`src/hdl/mmscl_pkg.sv`:
```
// Shared constants, codes and state type for the per-feature min-max scaler.
package mmscl_pkg;

  // Number of features and the index width that covers them
  localparam int FEATURES = 16;
  localparam int FIDX_W   = (FEATURES > 1) ? $clog2(FEATURES) : 1;

  // Datapath widths
  localparam int DVD_W = 48;             // |x - lo| * 65536
  localparam int DM_W  = 33;             // |dst_hi - dst_lo|
  localparam int ACC_W = DVD_W + DM_W;   // product width
  localparam int CNT_W = 6;

  localparam logic [CNT_W-1:0] DIV_LAST = CNT_W'(DVD_W - 1);
  localparam logic [CNT_W-1:0] MUL_LAST = CNT_W'(DM_W - 1);

  // Command codes
  localparam logic [2:0] CMD_CLEAR   = 3'd0;
  localparam logic [2:0] CMD_OBSERVE = 3'd1;
  localparam logic [2:0] CMD_FORWARD = 3'd2;
  localparam logic [2:0] CMD_INVERSE = 3'd3;
  localparam logic [2:0] CMD_TARGET  = 3'd4;

  // Status codes
  localparam logic [1:0] ST_NORMAL = 2'd0;
  localparam logic [1:0] ST_DEGEN  = 2'd1;
  localparam logic [1:0] ST_SAT    = 2'd2;

  localparam logic signed [31:0] VAL_MAX = 32'sh7fff_ffff;
  localparam logic signed [31:0] VAL_MIN = 32'sh8000_0000;
  localparam logic signed [31:0] TGT_HI_RST = 32'sd65536;

  // Sequencer states, one-hot
  typedef enum logic [3:0] {
    S_IDLE = 4'b0001,
    S_DIV  = 4'b0010,
    S_MUL  = 4'b0100,
    S_FIN  = 4'b1000
  } state_t;

endpackage

```
`src/hdl/per_feature_min_max_scaler.sv`:
```
// Per-feature min-max scaler: statistics store, sequencer and shared add/sub unit.
//
// Each request carries one command for one feature and yields exactly one result.
// Clear, observe, set target and ignored commands finish in the accept cycle and
// present their result on the next cycle. Forward and inverse run 48 restoring-division
// steps, then 33 shift-add multiply steps, then a final state that clamps the product and
// saturates the sum, all on a single 81-bit add/subtract unit; a degenerate span skips
// the arithmetic and answers at once.
// The block takes no new request while a mapping is in progress or while a
// result waits that is not being taken in the same cycle.
module per_feature_min_max_scaler
  import mmscl_pkg::*;
(
  input  logic               clk,
  input  logic               rst_n,
  input  logic               cfg_we,
  input  logic [30:0]        cfg_wdata,
  input  logic               in_valid,
  output logic               in_ready,
  input  logic [2:0]         in_command,
  input  logic [3:0]         in_feature,
  input  logic signed [31:0] in_value,
  input  logic signed [31:0] in_target_lo_in,
  input  logic signed [31:0] in_target_hi_in,
  output logic               out_valid,
  input  logic               out_ready,
  output logic signed [31:0] out_result,
  output logic [1:0]         out_status
);

  state_t state_r, state_nxt;

  logic [30:0] tol_r;

  logic signed [31:0] obs_min_r [FEATURES];
  logic signed [31:0] obs_max_r [FEATURES];
  logic signed [31:0] tgt_lo_r  [FEATURES];
  logic signed [31:0] tgt_hi_r  [FEATURES];

  logic [CNT_W-1:0]   cnt_r, cnt_nxt;
  logic [31:0]        rem_r, rem_nxt;
  logic [DVD_W-1:0]   dvd_r, dvd_nxt;
  logic [31:0]        span_r, span_nxt;
  logic [DM_W-1:0]    dm_r, dm_nxt;
  logic [ACC_W-1:0]   acc_r, acc_nxt;
  logic               negn_r, negn_nxt;
  logic               negd_r, negd_nxt;
  logic signed [31:0] dlo_r, dlo_nxt;

  logic               out_valid_r, out_valid_nxt;
  logic signed [31:0] out_result_r, out_result_nxt;
  logic [1:0]         out_status_r, out_status_nxt;

  // Feature index decode
  logic [FIDX_W+3:0] fext;
  logic [FIDX_W-1:0] fidx;
  logic              f_ok;
  assign fext = (FIDX_W + 4)'(in_feature);
  assign fidx = fext[FIDX_W-1:0];
  assign f_ok = (9'(in_feature) < 9'(FEATURES));

  logic accept;
  assign in_ready = (state_r == S_IDLE) && (!out_valid_r || out_ready);
  assign accept   = in_valid && in_ready;

  // Source and destination bounds of the selected mapping
  logic               is_inv;
  logic signed [31:0] slo, shi, dlo, dhi;
  assign is_inv = (in_command == CMD_INVERSE);
  assign slo = is_inv ? tgt_lo_r[fidx]  : obs_min_r[fidx];
  assign shi = is_inv ? tgt_hi_r[fidx]  : obs_max_r[fidx];
  assign dlo = is_inv ? obs_min_r[fidx] : tgt_lo_r[fidx];
  assign dhi = is_inv ? obs_max_r[fidx] : tgt_hi_r[fidx];

  // Setup arithmetic at accept: spans, numerator magnitude, degenerate test
  logic signed [32:0] span33, diff33, dsp33;
  logic [32:0]        diff_mag, dsp_mag;
  logic               degen;
  assign span33   = 33'(shi) - 33'(slo);
  assign diff33   = 33'(in_value) - 33'(slo);
  assign dsp33    = 33'(dhi) - 33'(dlo);
  assign diff_mag = diff33[32] ? 33'(-diff33) : 33'(diff33);
  assign dsp_mag  = dsp33[32] ? 33'(-dsp33) : 33'(dsp33);
  assign degen    = (span33 <= $signed({2'b00, tol_r}));

  // Shared add/subtract unit
  logic [ACC_W-1:0] alu_a, alu_b, alu_y;
  logic             alu_sub;
  logic [32:0]      rem_sh;
  assign rem_sh = {rem_r, dvd_r[DVD_W-1]};

  always_comb begin
    alu_a   = '0;
    alu_b   = '0;
    alu_sub = 1'b0;
    if (state_r == S_DIV) begin
      alu_a   = ACC_W'(rem_sh);
      alu_b   = ACC_W'(span_r);
      alu_sub = 1'b1;
    end else begin
      alu_a   = {acc_r[ACC_W-2:0], 1'b0};
      alu_b   = dm_r[DM_W-1] ? ACC_W'(dvd_r) : '0;
    end
  end
  assign alu_y = alu_a + (alu_sub ? ~alu_b : alu_b) + ACC_W'(alu_sub);

  // Final scaling: clamp the shifted product, add to the low bound, saturate
  logic               q_ovf, negr;
  logic [40:0]        q41;
  logic signed [41:0] sum42;
  assign q_ovf = (|acc_r[ACC_W-1:57]) || (acc_r[56] && (|acc_r[55:16]));
  assign q41   = q_ovf ? (41'd1 << 40) : acc_r[56:16];
  assign negr  = (negn_r && (|dvd_r)) != negd_r;
  assign sum42 = 42'(dlo_r) + (negr ? -$signed(42'(q41)) : $signed(42'(q41)));

  // Sequencer
  always_comb begin
    state_nxt      = state_r;
    cnt_nxt        = cnt_r;
    rem_nxt        = rem_r;
    dvd_nxt        = dvd_r;
    span_nxt       = span_r;
    dm_nxt         = dm_r;
    acc_nxt        = acc_r;
    negn_nxt       = negn_r;
    negd_nxt       = negd_r;
    dlo_nxt        = dlo_r;
    out_valid_nxt  = out_valid_r && !out_ready;
    out_result_nxt = out_result_r;
    out_status_nxt = out_status_r;
    unique case (state_r)
      S_IDLE: begin
        if (accept) begin
          out_result_nxt = '0;
          out_status_nxt = ST_NORMAL;
          out_valid_nxt  = 1'b1;
          if (f_ok && (in_command == CMD_FORWARD || in_command == CMD_INVERSE)) begin
            if (degen) begin
              out_result_nxt = dlo;
              out_status_nxt = ST_DEGEN;
            end else begin
              out_valid_nxt = 1'b0;
              rem_nxt   = '0;
              dvd_nxt   = {diff_mag[31:0], 16'h0000};
              span_nxt  = span33[31:0];
              dm_nxt    = dsp_mag;
              negn_nxt  = diff33[32];
              negd_nxt  = dsp33[32];
              dlo_nxt   = dlo;
              acc_nxt   = '0;
              cnt_nxt   = DIV_LAST;
              state_nxt = S_DIV;
            end
          end
        end
      end
      S_DIV: begin
        // one restoring step: quotient bit enters the dividend register
        if (alu_y[ACC_W-1]) begin
          rem_nxt = rem_sh[31:0];
          dvd_nxt = {dvd_r[DVD_W-2:0], 1'b0};
        end else begin
          rem_nxt = alu_y[31:0];
          dvd_nxt = {dvd_r[DVD_W-2:0], 1'b1};
        end
        cnt_nxt = cnt_r - 1'b1;
        if (cnt_r == '0) begin
          cnt_nxt   = MUL_LAST;
          state_nxt = S_MUL;
        end
      end
      S_MUL: begin
        // MSB-first shift-add over the destination span
        acc_nxt = alu_y;
        dm_nxt  = {dm_r[DM_W-2:0], 1'b0};
        cnt_nxt = cnt_r - 1'b1;
        if (cnt_r == '0) begin
          state_nxt = S_FIN;
        end
      end
      S_FIN: begin
        out_valid_nxt = 1'b1;
        if (sum42 > 42'(VAL_MAX)) begin
          out_result_nxt = VAL_MAX;
          out_status_nxt = ST_SAT;
        end else if (sum42 < 42'(VAL_MIN)) begin
          out_result_nxt = VAL_MIN;
          out_status_nxt = ST_SAT;
        end else begin
          out_result_nxt = sum42[31:0];
          out_status_nxt = ST_NORMAL;
        end
        state_nxt = S_IDLE;
      end
      default: state_nxt = S_IDLE;
    endcase
  end

  // Control registers
  always_ff @(posedge clk) begin
    if (!rst_n) begin
      state_r     <= S_IDLE;
      out_valid_r <= 1'b0;
      tol_r       <= '0;
    end else begin
      state_r     <= state_nxt;
      out_valid_r <= out_valid_nxt;
      if (cfg_we) begin
        tol_r <= cfg_wdata;
      end
    end
  end

  // Datapath registers
  always_ff @(posedge clk) begin
    cnt_r        <= cnt_nxt;
    rem_r        <= rem_nxt;
    dvd_r        <= dvd_nxt;
    span_r       <= span_nxt;
    dm_r         <= dm_nxt;
    acc_r        <= acc_nxt;
    negn_r       <= negn_nxt;
    negd_r       <= negd_nxt;
    dlo_r        <= dlo_nxt;
    out_result_r <= out_result_nxt;
    out_status_r <= out_status_nxt;
  end

  // Per-feature statistics and targets
  always_ff @(posedge clk) begin
    if (!rst_n) begin
      for (int i = 0; i < FEATURES; i++) begin
        obs_min_r[i] <= VAL_MAX;
        obs_max_r[i] <= VAL_MIN;
        tgt_lo_r[i]  <= '0;
        tgt_hi_r[i]  <= TGT_HI_RST;
      end
    end else if (accept) begin
      if (in_command == CMD_CLEAR) begin
        for (int i = 0; i < FEATURES; i++) begin
          obs_min_r[i] <= VAL_MAX;
          obs_max_r[i] <= VAL_MIN;
        end
      end else if (f_ok && in_command == CMD_OBSERVE) begin
        if (in_value < obs_min_r[fidx]) obs_min_r[fidx] <= in_value;
        if (in_value > obs_max_r[fidx]) obs_max_r[fidx] <= in_value;
      end else if (f_ok && in_command == CMD_TARGET) begin
        tgt_lo_r[fidx] <= in_target_lo_in;
        tgt_hi_r[fidx] <= in_target_hi_in;
      end
    end
  end

  assign out_valid  = out_valid_r;
  assign out_result = out_result_r;
  assign out_status = out_status_r;

  // Output register stays empty while a mapping is in progress
  a_busy_empty: assert property (@(posedge clk) disable iff (!rst_n)
    (state_r == S_DIV || state_r == S_MUL || state_r == S_FIN) |-> !out_valid_r)
    else $error("result pending during mapping");

  // A non-degenerate mapping request starts the divider
  a_div_start: assert property (@(posedge clk) disable iff (!rst_n)
    (accept && f_ok && !degen &&
     (in_command == CMD_FORWARD || in_command == CMD_INVERSE)) |=> state_r == S_DIV)
    else $error("mapping did not start division");

  // Division hands over to the multiplier on its last step
  a_div_to_mul: assert property (@(posedge clk) disable iff (!rst_n)
    (state_r == S_DIV && cnt_r == '0) |=> (state_r == S_MUL && cnt_r == MUL_LAST))
    else $error("divider handover");

  // Saturated status carries a clamp limit
  a_sat_val: assert property (@(posedge clk) disable iff (!rst_n)
    (out_valid_r && out_status_r == ST_SAT) |->
      (out_result_r == VAL_MAX || out_result_r == VAL_MIN))
    else $error("saturated result not at a limit");

endmodule

```
`config.mk`:
```
export PLATFORM = sky130hd
export DESIGN_NAME = per_feature_min_max_scaler
export DESIGN_NICKNAME = d
export VERILOG_FILES = /design/src/hdl/mmscl_pkg.sv /design/src/hdl/per_feature_min_max_scaler.sv
export SDC_FILE = /design/constraint.sdc
export NUM_CORES = 2
export LEC_CHECK = 0
export BUFFER_PORTS_ARGS = -buffer_cell sky130_fd_sc_hd__buf_2
export CAP_MARGIN = 20
export CORE_ASPECT_RATIO = 0.6
export CORE_MARGIN = 2
export CORE_UTILIZATION = 46
export DETAILED_ROUTE_END_ITERATION = 16
export GPL_TIMING_DRIVEN = 0
export PLACE_DENSITY = 0.69
export SYNTH_ARGS = -nofsm -noshare
export SYNTH_HDL_FRONTEND = slang
export SYNTH_SLANG_ARGS = --single-unit
```
`constraint.sdc`:
```
create_clock -name clk -period 31.2 [get_ports clk]
set_input_delay 3.12 -clock clk [delete_from_list [all_inputs] [get_ports clk]]
set_output_delay 3.12 -clock clk [all_outputs]
set_load 0.01 [all_outputs]
```
# After elaboration in Yosys (flattened, before gate mapping)
# Memories as Yosys holds them, arrays and structs flattened.
# Index checks and enable logic that the tools add are counted.
word_totals:
  regBits: 336
  ramBits: 2048
  out_inout_bits: 36
  memories: 4
op_classes:
  n_addsub: 10
  order_cmp: 5
  n_eq_ne: 14
  muxes: 125
  bitwise: 34
  n_reduce_logical: 29
mem_list:
  columns: ["memory", "words", "width", "rd", "rd_clocked_by_memory_dff", "wr", "line", "rtl"]
  rows:
  - ["obs_max_r", 16, 32, 1, 0, 16, "per_feature_min_max_scaler.sv:36", "logic signed [31:0] obs_max_r [FEATURES];"]
  - ["obs_min_r", 16, 32, 1, 0, 16, "per_feature_min_max_scaler.sv:35", "logic signed [31:0] obs_min_r [FEATURES];"]
  - ["tgt_hi_r", 16, 32, 1, 0, 16, "per_feature_min_max_scaler.sv:38", "logic signed [31:0] tgt_hi_r [FEATURES];"]
  - ["tgt_lo_r", 16, 32, 1, 0, 16, "per_feature_min_max_scaler.sv:37", "logic signed [31:0] tgt_lo_r [FEATURES];"]
op_table:
  columns: ["cell", "count"]
  rows:
  - ["$mux W32", 50]
  - ["$mux W81", 5]
  - ["$mux W48", 5]
  - ["$pmux W81 S2", 1]
  - ["$mux W33", 4]
  - ["$pmux W32 S2", 2]
  - ["$reduce_or A32 Y1", 4]
  - ["$sub A32 B32 Y33", 3]
  - ["$pmux W48 S2", 1]
  - ["$add A81 B1 Y81", 1]
  - ["$add A81 B81 Y81", 1]
  - ["$not A81 Y81", 1]
  - ["$pmux W33 S2", 1]
  - ["$reduce_or A48 Y1", 1]
  - ["$add A32 B42 Y42", 1]
  - ["$gt A42 B32 Y1 const B", 1]
  - ["$lt A42 B32 Y1 const B", 1]
  - ["$mux W42", 1]
  - ["$neg A41 Y42", 1]
  - ["$mux W41", 1]
  - ["$reduce_or A40 Y1", 1]
  - ["$mux W4", 9]
  - ["$mux W1", 34]
  - ["$le A33 B32 Y1", 1]
  - ["other kinds (34)", 86]

# Logic depth before layout (Yosys ltp)
logic_depth:
  word_depth: 11
  depth_mapped: 33
  depth_no_buf: 27

# Worst setup path before layout
# No wires, ideal clock.
synth_timing:
  kind: "input-to-reg"
  start: "input port in_feature[0]"
  end: "register dlo_r[0], enable pin"
  setup_ns: 0.571
  t_arrival_ns: 14.101
  required_time_ns: 30.629
  setup_slack_ns: 16.528
  path_stages: 28
  n_path_buf: 5
  cell_sequence: "buf_2 > clkbuf_1 > buf_2 > buf_2 > buf_1 > mux4_2 > mux4_2 > mux2_2 > ha_1 > nor2b_1 > o21ai_0 > a21boi_1 > o31a_1 > a41oi_1 > nor4_1 > o21a_1 > o221ai_1 > a21oi_1 > mux2i_1 > o211ai_1 > ha_1 > nand4_1 > nor4_1 > o2111ai_1 > nand4_1 > o2bb2ai_1 > o21bai_1 > nor3_1"
synth_between:
  elab_chain_cells: 6
synth_rtl:
  columns: ["element", "line", "rtl"]
  rows:
  - ["from (decl)", "per_feature_min_max_scaler.sv:21", "input logic [3:0] in_feature,"]
  - ["$mem_v2 Z16 W32 (on tied branches)", null, null]
  - ["$mux W32 (on tied branches)", "per_feature_min_max_scaler.sv:71, per_feature_min_max_scaler.sv:70", null]
  - ["$sub A32 B32 Y33 *", "per_feature_min_max_scaler.sv:79", "assign span33 = 33'(shi) - 33'(slo);"]
  - ["net span33[29]", "per_feature_min_max_scaler.sv:76", "logic signed [32:0] span33, diff33, dsp33;"]
  - ["$le A33 B32 Y1 *", "per_feature_min_max_scaler.sv:84", "assign degen = (span33 <= $signed({2'b00, tol_r}));"]
  - ["$not A1 Y1 (no line) *", null, null]
  - ["$reduce_and A4 Y1 (no line) *", null, null]
  - ["to (signal assigned)", "per_feature_min_max_scaler.sv:224", "dlo_r <= dlo_nxt;"]
  - ["to (decl)", "per_feature_min_max_scaler.sv:48", "logic signed [31:0] dlo_r, dlo_nxt;"]
# Mark *: on every way through the listed nets, which the timed path passes. The rest lies on a longest branch.
# A chain may end at the register's enable or synchronous reset.

# Worst setup path after layout
layout_timing:
  start: "input port in_feature[1]"
  end: "register acc_r[32], enable pin"
layout_between:
  elab_chain_cells: 6
layout_rtl:
  columns: ["element", "line", "rtl"]
  rows:
  - ["$mem_v2 Z16 W32 (on tied branches)", null, null]
  - ["$mux W32 (on tied branches)", "per_feature_min_max_scaler.sv:71, per_feature_min_max_scaler.sv:70", null]
  - ["$sub A32 B32 Y33 *", "per_feature_min_max_scaler.sv:79", null]
  - ["net span33[29]", "per_feature_min_max_scaler.sv:76", null]
  - ["$le A33 B32 Y1 *", "per_feature_min_max_scaler.sv:84", null]
  - ["$ne A2 B2 Y1 (no line) *", null, null]
  - ["$reduce_and A4 Y1 (no line) *", null, null]
  - ["to (signal assigned)", "per_feature_min_max_scaler.sv:221", "acc_r <= acc_nxt;"]
  - ["to (decl)", "per_feature_min_max_scaler.sv:45", "logic [ACC_W-1:0] acc_r, acc_nxt;"]
# Marked as above.

==> run_results.csv <==
group,metric,value,unit
run_status,outcome,"finished clean",
logic_synthesis,total_of_warnings_raised_by_yosys,0,
timing,min_period_over_period,0.457,
power_and_ir_drop,power,7520,uW
timing,fin_worst_hold_slack,0.499,ns
critical_path,path_delay_family,"buffers and inverters",
layout,final_cells,13542,
logic_synthesis,synthesis.area,123000,um2
worst_hold_path,min_delay_path_depth,2,
timing,max_freq,70.1,MHz
critical_path,max_stage_delay,0.84,ns
critical_path,timing.rr.start,"acc_r[21]",
power_and_ir_drop,netSwitchingFraction,0.271,
worst_hold_path,worstHoldStart,"tol_r[22]",
power_and_ir_drop,leakage,0.0484,uW
logic_synthesis,ys.flop_type,"sky130_fd_sc_hd__edfxtp_1",
drt,drt_first_iter_violations,15099,
layout,layout.cells.most_common_list,"sky130_fd_sc_hd__edfxtp_1, sky130_fd_sc_hd__and2_1, sky130_fd_sc_hd__mux4_2",
drt,routedWlPerCell,31.9,um
clocking,cts_tree,"yes",
grt,grt_usage,0.313,
floorplanning,floorplan.die.width,673,um
grt,initial_antenna_violation_count,50,
clocking,ctsLongestPathBuffers,4,
floorplanning,floorplan.die_area,273000,um2
clocking,quantity_of_gates_resized_following_cts,0,
place,detailedPlace.worstSlack,16.24,ns
critical_path,crit_path_start_kind,"primary input",
clocking,clock_insertion_delay_worst_skew,0.95,ns
critical_path,cp.required,31.74,ns
floorplanning,num_rows,147,
logic_synthesis,gate_count_after_technology_mapping,9199,
critical_path,cp_slowest_cell,"sky130_fd_sc_hd__clkbuf_2",
timing,timing.clock.skew,0.122,ns
logic_synthesis,synth_edf_count,2348,
critical_path,largest_driver_fanout_on_the_critical_path,62,
logic_synthesis,syn_nets,9632,
clocking,cts_post_setup_buffers_inserted,0,
critical_path,critPathKind,"in -> reg",
logic_synthesis,synth_top_cells_by_area,"sky130_fd_sc_hd__edfxtp_1, sky130_fd_sc_hd__mux4_2, sky130_fd_sc_hd__and2_1, sky130_fd_sc_hd__ha_1, sky130_fd_sc_hd__or3_1",
power_and_ir_drop,part_of_the_total_power_dissipated_in_the_clock_network,0.361,
grt,via_count_of_the_first_global_routing_pass,81144,
logic_synthesis,synthDominantCellAreaShare,0.571,
layout,areaGrowthSynthToFinish,12.8,%
layout,final_nets,10206,
drt,route.vias.total,86325,
power_and_ir_drop,max-vdd-ir-drop,0.0508,mV
clocking,clk_root_buffer_cell,"sky130_fd_sc_hd__clkbuf_16",
timing,slew_violations,0,
floorplanning,start_util,0.462,
power_and_ir_drop,sequentialPowerShare,0.488,
clocking,ctsHoldBuffers,0,
timing,finalSetupViolations,0,
critical_path,setup.reg_to_reg.worst_slack,21.39,ns
floorplanning,placeableCoreArea,267000,um2
grt,globalRoute.totalOverflow,0,
timing,max_slew_margin,0.0726,
place,placement.io_buffers,169,
critical_path,worst_path_most_repeated_cell,"sky130_fd_sc_hd__clkbuf_1",
critical_path,worstPathBufferInverterCount,7,
clocking,htree_levels,4,
logic_synthesis,asyncSetResetFlopFracSynth,0,
grt,grt_start_max_net_pins,63,
critical_path,crit_arrival,14.81,ns
critical_path,reg2regPathDepth,28,
clocking,cts_inserted_buffers,222,
timing,worst-slew-pin-transition,1.38,ns
power_and_ir_drop,p_per_area,54.0,nW/um2
place,finalWeightedCongestion,1.05,
drt,route.antenna.remaining_nets,0,
timing,finalWorstSetupSlack,16.93,ns
critical_path,crit-reg2reg-capture,"out_result[7]",
place,dp_cells,13093,
power_and_ir_drop,p_sw,2040,uW
layout,drive_gt1_frac,0.159,
grt,grt_first_pass_wirelength,606000,um
flow_run,reported_max_cap_violation_count,0,
clocking,clkSinkCount,2384,
floorplanning,floorplan.die.height,405,um
drt,drt_drc,0,
drt,drt_pre_antenna_iters,8,
logic_synthesis,post_synth.cell_area_avg,13.4,um2
clocking,clk_transition_reported_paths,0.06,ns
timing,setup_total_negative_slack,0,ns
layout,layout_commonest_cell,"sky130_fd_sc_hd__edfxtp_1",
drt,detail_route.vias_per_cell,6.37,
critical_path,endpoint_kind,"register",
floorplanning,io-pin-count,175,
power_and_ir_drop,comb_power_share,0.151,
logic_synthesis,postSynthRegisterBits,2384,
worst_hold_path,hold_end,"tol_r[22]",
logic_synthesis,synth_cell_types,105,
logic_synthesis,synth_top_area_cell,"sky130_fd_sc_hd__edfxtp_1",
power_and_ir_drop,power.internal,5490,uW
place,dpl.hpwl,329000,um
worst_hold_path,worst_min_delay_path_class,"reg -> reg",
logic_synthesis,seq_area_frac_synth,0.577,
timing,layout_min_cycle_time,14.27,ns
timing,final_hold_viol_count,0,
timing,rsz0062_at_grt,"false",
drt,route.final.wire_length,432000,um
==> power by group through the flow <==
stage          clock (uW)  combinational, uW  sequential [uW]
6_report             2710               1140             3670
5_1_grt              2830               1190             3680
4_1_cts              2710               1090             3670
3_5_place_dp            0               1090             3740
3_3_place_gp            0               1020             3770
2_1_floorplan           0                639             3750
==> tightest hold or removal path, cell delays in order (launching register included) <==
cell	delay [ns]
sky130_fd_sc_hd__dfxtp_1	0.32
sky130_fd_sc_hd__mux2i_1	0.06
sky130_fd_sc_hd__nor2_1	0.08
==> registers in the layout, summed over array words and instances (netlist names), 32 cells and up <==
| name | flops |
|---|---|
| obs_min_r | 512 |
| rem_r | 32 |
| acc_r | 81 |
| span_r | 32 |
| obs_max_r | 512 |
| tgt_lo_r | 512 |
| dlo_r | 32 |
| tgt_hi_r | 512 |
| dm_r | 33 |
| out_result | 32 |
| dvd_r | 48 |
==> cells in the mapped netlist (all sizes together) (44+ instances only) <==
cell / n
edfxtp: 2348
and2: 1580
mux4: 640
clkbuf: 594
or3: 525
nand2: 433
nor2: 367
a21oi: 322
o21ai: 297
ha: 289
inv: 211
buf: 146
nand3: 137
xnor2: 134
a21o: 125
xor2: 101
mux2i: 83
nand2b: 72
nor3: 68
nand4: 66
o31ai: 48
o21a: 46
nor4: 45
a31oi: 44
==> layout make-up <==
class	instances	area [um2]
antenna	25	62.6
inverter	213	800
sequential	2384	71200
buffer	740	2920
multi-input combinational	5862	49000
clock buffer	265	5780
clock inverter	127	1070
tap	3576	4470
fill	22062	128000
timing repair buffer	350	3920
==> cell families (layout without fill, tap and decap cells) <==
family / after synthesis / count (layout) / synth area share
other: 0 / 25 / 0
AOI/OAI and AO/OA: 1150 / 1150 / 0.0620
and+or+nand+nor: 3422 / 3422 / 0.157
adders and majority gates: 294 / 294 / 0.0301
DFF: 2384 / 2384 / 0.577
muxes: 761 / 761 / 0.127
xor gates and xnor gates: 235 / 235 / 0.0167
buffers and inverters: 953 / 1695 / 0.0300
==> worst max path at each step <==
stage / startpoint / to / slack (ns) / depth (start not counted)
final: in_feature[1] / acc_r[32] / 16.93 / 29
after global routing: in_feature[1] / dm_r[32] / 16.84 / 30
after CTS: in_feature[0] / out_result[7] / 17.20 / 29
after detailed placement: in_feature[0] / out_result[7] / 16.24 / 29
after global placement: in_feature[1] / dlo_r[27] / 9.65 / 28
after floorplan: in_feature[0] / dlo_r[0] / 16.53 / 28
==> stage by stage <==
stage	instance area, um2	util
after floorplan	123000	-
after global placement	129000	0.482
after detailed placement	132000	0.493
after CTS	139000	0.519
after global routing	139000	0.521
final	139000	0.521
==> per-layer routing <==
metal	GRT usage	wire [um]	vias to the layer above
li1	-	-	35656
met1	0.453	171000	43384
met2	0.416	171000	6379
met3	0.135	73100	874
met4	0.107	17600	32
met5	0	234	-
Power figures use the tool's default switching activity.
